## config.mk

```make
export PLATFORM = sky130hd
export DESIGN_NAME = modular_exponentiation
export DESIGN_NICKNAME = d
export VERILOG_FILES = /design/src/design/mexp_pkg.sv /design/src/design/mexp_mulmod.sv /design/src/design/modular_exponentiation.sv
export SDC_FILE = /design/constraint.sdc
export NUM_CORES = 1
export LEC_CHECK = 0
export BUFFER_PORTS_ARGS = -buffer_cell sky130_fd_sc_hd__buf_2
export CORE_MARGIN = 3
export CORE_UTILIZATION = 30
export CTS_BUF_LIST = sky130_fd_sc_hd__clkbuf_16
export DETAILED_ROUTE_END_ITERATION = 10
export SLEW_MARGIN = 20
export SYNTH_ARGS = -nofsm -noshare
export SYNTH_HDL_FRONTEND = slang
export SYNTH_SLANG_ARGS = --single-unit
```

## constraint.sdc

```tcl
create_clock -name clock -period 8.8 [get_ports clock]
set_input_delay 0.44 -clock clock [delete_from_list [all_inputs] [get_ports clock]]
set_output_delay 0.44 -clock clock [all_outputs]
set_load 0.01 [all_outputs]
```

## src/design/mexp_pkg.sv

```systemverilog
// ----------------------------------------------------------------------------
// mexp_pkg
// Shared constants for the modular exponentiation block.
// ----------------------------------------------------------------------------
package mexp_pkg;

   localparam int OPERAND_WIDTH_DEFAULT = 32;

   // control from the sequencer to the shared modular multiplier
   typedef struct packed {
      logic start;
   } mexp_mul_ctrl_type;

   // status from the shared modular multiplier back to the sequencer
   typedef struct packed {
      logic busy;
      logic done;
   } mexp_mul_stat_type;

endpackage

```

## src/design/mexp_mulmod.sv

```systemverilog
// ----------------------------------------------------------------------------
// mexp_mulmod
// Bit-serial modular multiplier: a * b mod m, one bit of b per cycle from the
// most significant bit, double then conditionally add with reduction.
// ----------------------------------------------------------------------------
module mexp_mulmod #(
   parameter int OPERAND_WIDTH = mexp_pkg::OPERAND_WIDTH_DEFAULT
) (
   input  logic                          clock,
   input  logic                          reset,
   input  mexp_pkg::mexp_mul_ctrl_type   ctrl,
   input  logic [OPERAND_WIDTH-1:0]      op_a,
   input  logic [OPERAND_WIDTH-1:0]      op_b,
   input  logic [OPERAND_WIDTH-1:0]      modulus,
   output mexp_pkg::mexp_mul_stat_type   stat,
   output logic [OPERAND_WIDTH-1:0]      product
);
   import mexp_pkg::*;

   localparam int W     = OPERAND_WIDTH;
   localparam int CNT_W = (W > 1) ? $clog2(W) : 1;
   localparam logic [CNT_W-1:0] CNT_LAST = CNT_W'(W - 1);

   logic             busy_ff, busy_in;
   logic             done_ff, done_in;
   logic [CNT_W-1:0] cnt_ff, cnt_in;
   logic [W-1:0]     acc_ff, acc_in;
   logic [W-1:0]     a_ff, a_in;
   logic [W-1:0]     b_ff, b_in;
   logic [W-1:0]     m_ff, m_in;

   logic [W:0]       dbl;
   logic [W:0]       dbl_red;
   logic [W:0]       sum;
   logic [W:0]       sum_red;
   logic [W-1:0]     step;

   // one shift-and-add step
   always_comb begin
      dbl     = {acc_ff, 1'b0};
      dbl_red = (dbl >= {1'b0, m_ff}) ? (dbl - {1'b0, m_ff}) : dbl;
      sum     = {1'b0, dbl_red[W-1:0]} + {1'b0, a_ff};
      sum_red = (sum >= {1'b0, m_ff}) ? (sum - {1'b0, m_ff}) : sum;
      step    = b_ff[W-1] ? sum_red[W-1:0] : dbl_red[W-1:0];
   end

   always_comb begin
      busy_in = busy_ff;
      done_in = 1'b0;
      cnt_in  = cnt_ff;
      acc_in  = acc_ff;
      a_in    = a_ff;
      b_in    = b_ff;
      m_in    = m_ff;
      if (busy_ff) begin
         acc_in = step;
         b_in   = {b_ff[W-2:0], 1'b0};
         if (cnt_ff == '0) begin
            busy_in = 1'b0;
            done_in = 1'b1;
         end else begin
            cnt_in = cnt_ff - CNT_W'(1);
         end
      end else if (ctrl.start) begin
         busy_in = 1'b1;
         cnt_in  = CNT_LAST;
         acc_in  = '0;
         a_in    = op_a;
         b_in    = op_b;
         m_in    = modulus;
      end
   end

   always_ff @(posedge clock) begin
      if (reset) begin
         busy_ff <= 1'b0;
         done_ff <= 1'b0;
      end else begin
         busy_ff <= busy_in;
         done_ff <= done_in;
      end
      cnt_ff <= cnt_in;
      acc_ff <= acc_in;
      a_ff   <= a_in;
      b_ff   <= b_in;
      m_ff   <= m_in;
   end

   assign stat.busy = busy_ff;
   assign stat.done = done_ff;
   assign product   = acc_ff;

endmodule

```

## src/design/modular_exponentiation.sv

```systemverilog
// ----------------------------------------------------------------------------
// modular_exponentiation
// Right-to-left square-and-multiply modular exponentiation on one shared
// bit-serial modular multiplier.
// ----------------------------------------------------------------------------
// A transaction on req_ carries base, exponent and modulus; one transaction on
// rsp_ returns base^exponent mod modulus. A zero modulus returns 0.
// One item is worked on at a time: req_ready is high only while idle, and
// stays low until the result transaction on rsp_ has completed.
// Every modular product is one pass of the shared multiplier, one
// multiplier bit per cycle followed by a done strobe. The base is reduced
// first with one such pass, then each exponent bit costs one squaring and
// each set bit one more product; the squaring after the top set bit is
// skipped. The sequencer inspects each exponent bit in its step state and
// hands out the result once the exponent has reached zero. A zero exponent
// returns 1 mod modulus after the base reduction, and a zero modulus goes
// straight to the output.
// If the receiver stalls, the result is held in its output register with
// rsp_valid high and no new request is taken.
// Reset returns the sequencer and multiplier to idle; no other state is kept.
// ----------------------------------------------------------------------------
module modular_exponentiation #(
   parameter int OPERAND_WIDTH = mexp_pkg::OPERAND_WIDTH_DEFAULT
) (
   input  logic                     clock,
   input  logic                     reset,
   input  logic                     req_valid,
   output logic                     req_ready,
   input  logic [OPERAND_WIDTH-1:0] req_base_value,
   input  logic [OPERAND_WIDTH-1:0] req_exponent_value,
   input  logic [OPERAND_WIDTH-1:0] req_modulus_value,
   output logic                     rsp_valid,
   input  logic                     rsp_ready,
   output logic [OPERAND_WIDTH-1:0] rsp_power_result
);
   import mexp_pkg::*;

   localparam int W = OPERAND_WIDTH;
   localparam logic [W-1:0] ONE = W'(1);

   typedef enum logic [2:0] {
      S_IDLE,
      S_REDUCE,
      S_STEP,
      S_MULACC,
      S_SQUARE,
      S_OUT
   } state_type;

   state_type         state_ff, state_in;
   logic [W-1:0]      acc_ff, acc_in;
   logic [W-1:0]      b_ff, b_in;
   logic [W-1:0]      e_ff, e_in;
   logic [W-1:0]      m_ff, m_in;
   logic [W-1:0]      res_ff, res_in;

   mexp_mul_ctrl_type mul_ctrl;
   mexp_mul_stat_type mul_stat;
   logic [W-1:0]      mul_a;
   logic [W-1:0]      mul_b;
   logic [W-1:0]      mul_m;
   logic [W-1:0]      mul_p;
   logic [W-1:0]      unit_val;

   mexp_mulmod #(
      .OPERAND_WIDTH (OPERAND_WIDTH)
   ) u_mulmod (
      .clock   (clock),
      .reset   (reset),
      .ctrl    (mul_ctrl),
      .op_a    (mul_a),
      .op_b    (mul_b),
      .modulus (mul_m),
      .stat    (mul_stat),
      .product (mul_p)
   );

   assign unit_val = (req_modulus_value == ONE) ? '0 : ONE;

   always_comb begin
      state_in       = state_ff;
      acc_in         = acc_ff;
      b_in           = b_ff;
      e_in           = e_ff;
      m_in           = m_ff;
      res_in         = res_ff;
      mul_ctrl.start = 1'b0;
      mul_a          = b_ff;
      mul_b          = b_ff;
      mul_m          = m_ff;
      unique case (state_ff)
         S_IDLE: begin
            if (req_valid) begin
               e_in   = req_exponent_value;
               m_in   = req_modulus_value;
               acc_in = unit_val;
               if (req_modulus_value == '0) begin
                  res_in   = '0;
                  state_in = S_OUT;
               end else begin
                  // base mod m as (1 mod m) * base mod m
                  mul_ctrl.start = 1'b1;
                  mul_a          = unit_val;
                  mul_b          = req_base_value;
                  mul_m          = req_modulus_value;
                  state_in       = S_REDUCE;
               end
            end
         end
         S_REDUCE: begin
            if (mul_stat.done) begin
               b_in     = mul_p;
               state_in = S_STEP;
            end
         end
         S_STEP: begin
            if (e_ff == '0) begin
               res_in   = acc_ff;
               state_in = S_OUT;
            end else if (e_ff[0]) begin
               mul_ctrl.start = 1'b1;
               mul_a          = acc_ff;
               state_in       = S_MULACC;
            end else begin
               mul_ctrl.start = 1'b1;
               state_in       = S_SQUARE;
            end
         end
         S_MULACC: begin
            if (mul_stat.done) begin
               acc_in = mul_p;
               if ((e_ff >> 1) == '0) begin
                  e_in     = '0;
                  state_in = S_STEP;
               end else begin
                  mul_ctrl.start = 1'b1;
                  state_in       = S_SQUARE;
               end
            end
         end
         S_SQUARE: begin
            if (mul_stat.done) begin
               b_in     = mul_p;
               e_in     = e_ff >> 1;
               state_in = S_STEP;
            end
         end
         S_OUT: begin
            if (rsp_ready) begin
               state_in = S_IDLE;
            end
         end
         default: begin
            state_in = S_IDLE;
         end
      endcase
   end

   always_ff @(posedge clock) begin
      if (reset) begin
         state_ff <= S_IDLE;
      end else begin
         state_ff <= state_in;
      end
      acc_ff <= acc_in;
      b_ff   <= b_in;
      e_ff   <= e_in;
      m_ff   <= m_in;
      res_ff <= res_in;
   end

   assign req_ready        = (state_ff == S_IDLE);
   assign rsp_valid        = (state_ff == S_OUT);
   assign rsp_power_result = res_ff;

endmodule
```

; ---- Yosys cells after proc, flatten, opt, wreduce, memory -nomap -nowiden
; Cells that the tools add are included.
[classes]
n_addsub = 4
n_lt_le_gt_ge = 2
eq_ne = 15
mux = 53
n_bitwise = 1
reduce_logical = 19
[op_table]
columns = op, n
row1 = $mux 32, 26
row2 = $pmux 32 s2, 3
row3 = $logic_not 32->1, 3
row4 = $pmux 32 s3, 1
row5 = $ge 33x32->1, 2
row6 = $sub 32x32->32, 2
row7 = $add 32x32->33, 1
row8 = $eq 32x1->1 const B, 1
row9 = $mux 3, 8
row10 = $mux 5, 3
row11 = $pmux 3 s5, 1
row12 = $mux 1, 10
row13 = $ne 2x1->1 const B, 5
row14 = $ne 2x2->1 const B, 4
row15 = $reduce_and 2->1, 4
row16 = $reduce_and 4->1, 2
row17 = $eq 3x2->1 const B, 2
row18 = $eq 3x3->1 const B, 2
row19 = $reduce_bool 2->1, 3
row20 = $logic_not 5->1, 1
row21 = $reduce_and 5->1, 1
row22 = $sub 5x1->5 const B, 1
row23 = $reduce_or 2->1, 2
row24 = $eq 3x1->1 const B, 1
row25 = 5 further kinds, 5
[word_totals]
reg_bits = 298
inputBits = 100
out_inout_bits = 34
wordCells = 108

; ---- Depth between registers and ports, before layout
[depth]
ltp_word = 7
mapped_depth = 34
mapped_depth_nobuf = 30

; ---- Modules after synthesis
; From an unflattened synthesis, not the netlist that was laid out.
[hier_totals]
cells_unflattened = 1571
hier_area_um2 = 18316.3
[modules_own_cells]
columns = mod, n_inst, cells_per_inst, area_each_um2, seq_area_each_um2
row1 = mexp_mulmod, 1, 1108, 10915.5, 4023.9
row2 = modular_exponentiation, 1, 463, 7400.8, 4864.7

; ---- Least setup slack after synthesis
; Ideal clock, no wire load.
[synth_timing]
kind = reg2reg
start = reg u_mulmod.acc_ff[0] (netlist: u_mulmod.product[0])
end = reg u_mulmod.acc_ff[24] (netlist: u_mulmod.product[24]), data pin
setup_time_ps = 256
t_arrival_ps = 6767
required_ps = 8544
slack_ps = 1777
stages_incl_launch_ff = 31
n_path_buf = 3
synth_period_minus_slack_ps = 7023
path_cell_list = edfxtp_1 -> ha_1 -> nor2b_1 -> o31a_1 -> o31a_1 -> o31a_1 -> o311a_4 -> o21a_1 -> nor2_4 -> buf_4 -> a21o_1 -> ha_1 -> a21o_1 -> or3_1 -> o2111a_2 -> o21ai_1 -> nand2_1 -> a31oi_1 -> xnor2_1 -> ha_1 -> clkbuf_1 -> a21o_1 -> a22o_1 -> or4_1 -> o2111ai_1 -> o211a_1 -> o41a_1 -> nand2_1 -> buf_2 -> a211o_1 -> o211a_1
[synth_via]
elab_chain_cells = 7
word_cells_on_any_way = 9
cone_classes = add/sub: 3 / order compare: 2 / mux: 4
[synth_lines]
columns = element, line
row1 = "start, declared", mexp_mulmod.sv:27  ; logic [W-1:0] acc_ff, acc_in;
row2 = "start signal, assigned", mexp_mulmod.sv:83  ; acc_ff <= acc_in;
row3 = $sub 32x32->32 / $ge 33x32->1 (equally long branches), mexp_mulmod.sv:41  ; dbl_red = (dbl >= {1'b0, m_ff}) ? (dbl - {1'b0, m_ff}) : dbl;
row4 = $mux 32 *, mexp_mulmod.sv:41
row5 = $add 32x32->33, mexp_mulmod.sv:42  ; sum = {1'b0, dbl_red[W-1:0]} + {1'b0, a_ff};
row6 = $sub 32x32->32 / $ge 33x32->1 (equally long branches), mexp_mulmod.sv:43  ; sum_red = (sum >= {1'b0, m_ff}) ? (sum - {1'b0, m_ff}) : sum;
row7 = $mux 32, mexp_mulmod.sv:43
row8 = $mux 32 *, mexp_mulmod.sv:44  ; step = b_ff[W-1] ? sum_red[W-1:0] : dbl_red[W-1:0];
row9 = $mux 32 *, mexp_mulmod.sv:55  ; if (busy_ff) begin
; Mark *: on every way between the ends. The rest lies on a longest branch, timed or not.
; A chain may end at the register's enable or synchronous reset.

; ---- Final worst setup path
[layout_timing]
start = reg u_mulmod.acc_ff[0] (netlist: u_mulmod.product[0])
end = reg u_mulmod.acc_ff[21] (netlist: u_mulmod.product[21]), data pin
; Same word-level chain as after synthesis.

==> impl_metrics.py <==
metrics = {
    "outcome": {
        "run_status": "finished clean",
    },
    "global_route": {
        "grt_first_pass_wirelength_um": 84100,
        "grt_max_degree": 65,
        "grt.overflow.total": 0,
        "grt_pass1_vias": 13700,
        "antenna_found_initial": 4,
        "groute.usage.overall": 0.172,
    },
    "critical_path": {
        "setup.worst_path.start": "u_mulmod.product[0]$_SDFFCE_PN0P_",
        "crit_path_max_fanout": 20,
        "rr_startpoint": "u_mulmod.product[0]$_SDFFCE_PN0P_",
        "cp_data_arrival_time_ns": 8.71,
        "crit_slowest_cell": "sky130_fd_sc_hd__o41ai_1",
        "setup.worst_path.end_class": "register",
        "path_class": "register to register",
        "worst-endpoint-required_ns": 9.21,
        "slowest_delay_ns": 0.58,
        "critical_path.startpoint_type": "register",
    },
    "synthesis": {
        "async_reset_ff_frac": 0,
        "synth.top_cell.area_share": 0.484,
        "ys_seq_elements": 298,
        "syn_area_per_cell_um2": 10.9,
        "yosys-top-cells-area": "sky130_fd_sc_hd__edfxtp_1, sky130_fd_sc_hd__ha_1, sky130_fd_sc_hd__nand2_1, sky130_fd_sc_hd__a22o_1, sky130_fd_sc_hd__a21oi_1",
        "post_synth_instance_area_mm2": 0.0181,
        "synth_enable_flop_cells": 292,
        "post-synth-top-area-cell": "sky130_fd_sc_hd__edfxtp_1",
        "synth_ff_type": "sky130_fd_sc_hd__edfxtp_1",
        "synth_fp_nets": 1860,
        "seq_area_frac_synth": 0.490,
        "postSynthCellCount": 1660,
        "synth.distinct_cells": 85,
        "yosysWarningCount": 0,
    },
    "die": {
        "dieArea_mm2": 0.0634,
        "placement_rows": 89,
        "ioPinCount": 134,
        "floorplan.core_area_mm2": 0.0594,
        "floorplan.initialDensity": 0.305,
        "floorplan.die.width_um": 252,
        "fp.dieH_um": 252,
    },
    "clock_network": {
        "clock_tree.htree_level_count": 2,
        "clockBufferDepth": 3,
        "cts.clk_slew.worst_paths_ns": 0.06,
        "cts-hold-fix-buffers": 0,
        "tritoncts": "built",
        "cts_setup_buffers": 0,
        "tritoncts_num_sinks": 298,
        "cts.root.buffer_cell": "sky130_fd_sc_hd__clkbuf_16",
        "clock_insertion_delay_worst_skew_ns": 0.55,
        "post_cts_resized": 0,
        "total_clock_buffers_created_by_cts": 35,
    },
    "min_path": {
        "holdCritStartpoint": "req_modulus_value[7]",
        "hold_path.class": "input port to register",
    },
    "timing": {
        "final-setup-viol-count": 0,
        "worst_slew_pin_slew_ns": 1.01,
        "rsz0062_at_grt": "false",
        "timing.fmax_ghz": 0.121,
        "hold_violations": 0,
        "finalCritPeriodShare": 0.943,
        "setup_total_negative_slack_ns": 0,
        "timing_max_transition_violations_final": 0,
        "max_slew_margin": 0.327,
        "finalClockSkew_ns": 0.0188,
        "final_period_minus_worst_setup_slack_ns": 8.30,
    },
    "finish": {
        "fraction_of_final_layout_cells_sized_beyond_drive_strength_1": 0.170,
        "final.fill_count": 5842,
        "mostFrequentLayoutCells": "sky130_fd_sc_hd__edfxtp_1, sky130_fd_sc_hd__nand2_1, sky130_fd_sc_hd__buf_2",
        "flow.area_growth_from_synthesis_pct": 16.0,
        "stdcell_area_mm2": 0.0210,
        "layout_commonest_cell": "sky130_fd_sc_hd__edfxtp_1",
        "nNetsFinal": 1999,
    },
    "drt": {
        "postRouteWirelength_um": 55600,
        "vias": 14000,
        "drc": 0,
        "average_wire_per_standard_cell_um": 21.4,
        "ant_nets": 0,
        "detail_route.iter0.violations": 1291,
        "detail_route.first_pass.iterations": 6,
        "avgViaCountPerCell": 5.39,
    },
    "placement": {
        "area_after_detailed_placement_mm2": 0.0198,
        "gp_congestion": 0.978,
        "hpwlAfterDp_um": 42600,
        "numPortBuffers": 133,
    },
    "job": {
        "max_cap_viol_count": 0,
    },
}
==> cells by family after synthesis <==
group / after synthesis / synth area share
flip-flops: 298 / 0.490
XOR/XNOR: 77 / 0.0372
AO/OA/AOI/OAI: 501 / 0.200
buffers and inverters: 157 / 0.0347
multiplexers: 74 / 0.0439
adder cells (fa/ha/maj): 100 / 0.0703
AND/OR/NAND/NOR: 453 / 0.123
==> critical path, delay by kind of cell, from the launching register on <==
| family | cells | cell delay [ns] |
|---|---|---|
| compound gates | 13 | 3.73 |
| simple gates | 9 | 1.46 |
| fa+ha+maj | 3 | 1.23 |
| buf+inv | 4 | 0.72 |
| flops | 1 | 0.48 |
| mux | 1 | 0.26 |
| xor+xnor | 1 | 0.26 |
==> area by class of cell <==
cell class | instances | area, um2 | area share
clock inverters | 28 | 289 | 0.0137
clock buffers | 35 | 876 | 0.0417
diodes | 1 | 2.50 | 0.000119
repair buffers | 182 | 1050 | 0.0498
well taps | 773 | 967 | 0.0460
multi-input cells | 1205 | 8660 | 0.412
inverters | 77 | 289 | 0.0137
flip-flops and latches | 298 | 8890 | 0.423
==> metal layers <==
metal	global-route usage	vias to the layer above	routed length [um]
met1	0.253	6783	26900
met4	0.0508	6	1460
met3	0.0298	75	3500
met2	0.258	466	23700
met5	0	-	41
li1	-	6684	-
==> cell usage after synthesis (all sizes together), types with 8 or more instances <==
cell / n
a211oi: 36
a21o: 45
a21oi: 111
a221oi: 10
a22o: 64
a311oi: 18
a31oi: 14
and2: 37
and3: 43
buf: 22
clkbuf: 58
edfxtp: 292
ha: 97
inv: 75
mux2: 35
mux2i: 39
nand2: 156
nand2b: 16
nand3: 26
nand4: 18
nor2: 79
nor3: 21
nor4: 19
o211ai: 10
o21a: 13
o21ai: 59
o21bai: 9
o31ai: 41
or3: 8
xnor2: 48
xor2: 29
==> metrics by stage <==
| step | hold WS [ns] | cells | setup slack [ns] | util |
|---|---|---|---|---|
| after floorplan | 0.454 | 1660 | 1.78 | - |
| after global placement | 0.476 | 2535 | 0.735 | 0.334 |
| after detailed placement | 0.484 | 2535 | 0.741 | 0.334 |
| after CTS | 0.0647 | 2598 | 0.666 | 0.354 |
| after global routing | 0.0800 | 2599 | 0.179 | 0.354 |
| final | 0.0984 | 2599 | 0.504 | 0.354 |
==> final timing paths <==
check,endpoint,slack (ns),cells after the start
setup reg to reg,u_mulmod.product[21]$_SDFFCE_PN0P_,0.50,31
hold / removal,m_ff[7]$_DFFE_PP_,0.1,1
setup / recovery,u_mulmod.product[21]$_SDFFCE_PN0P_,0.50,31
hold reg to reg,u_mulmod.b_ff[0]$_SDFFE_PP0P_,0.50,2
Power is not shown: default switching activity piles up to over one toggle a cycle in this logic, so the estimate is an artifact.
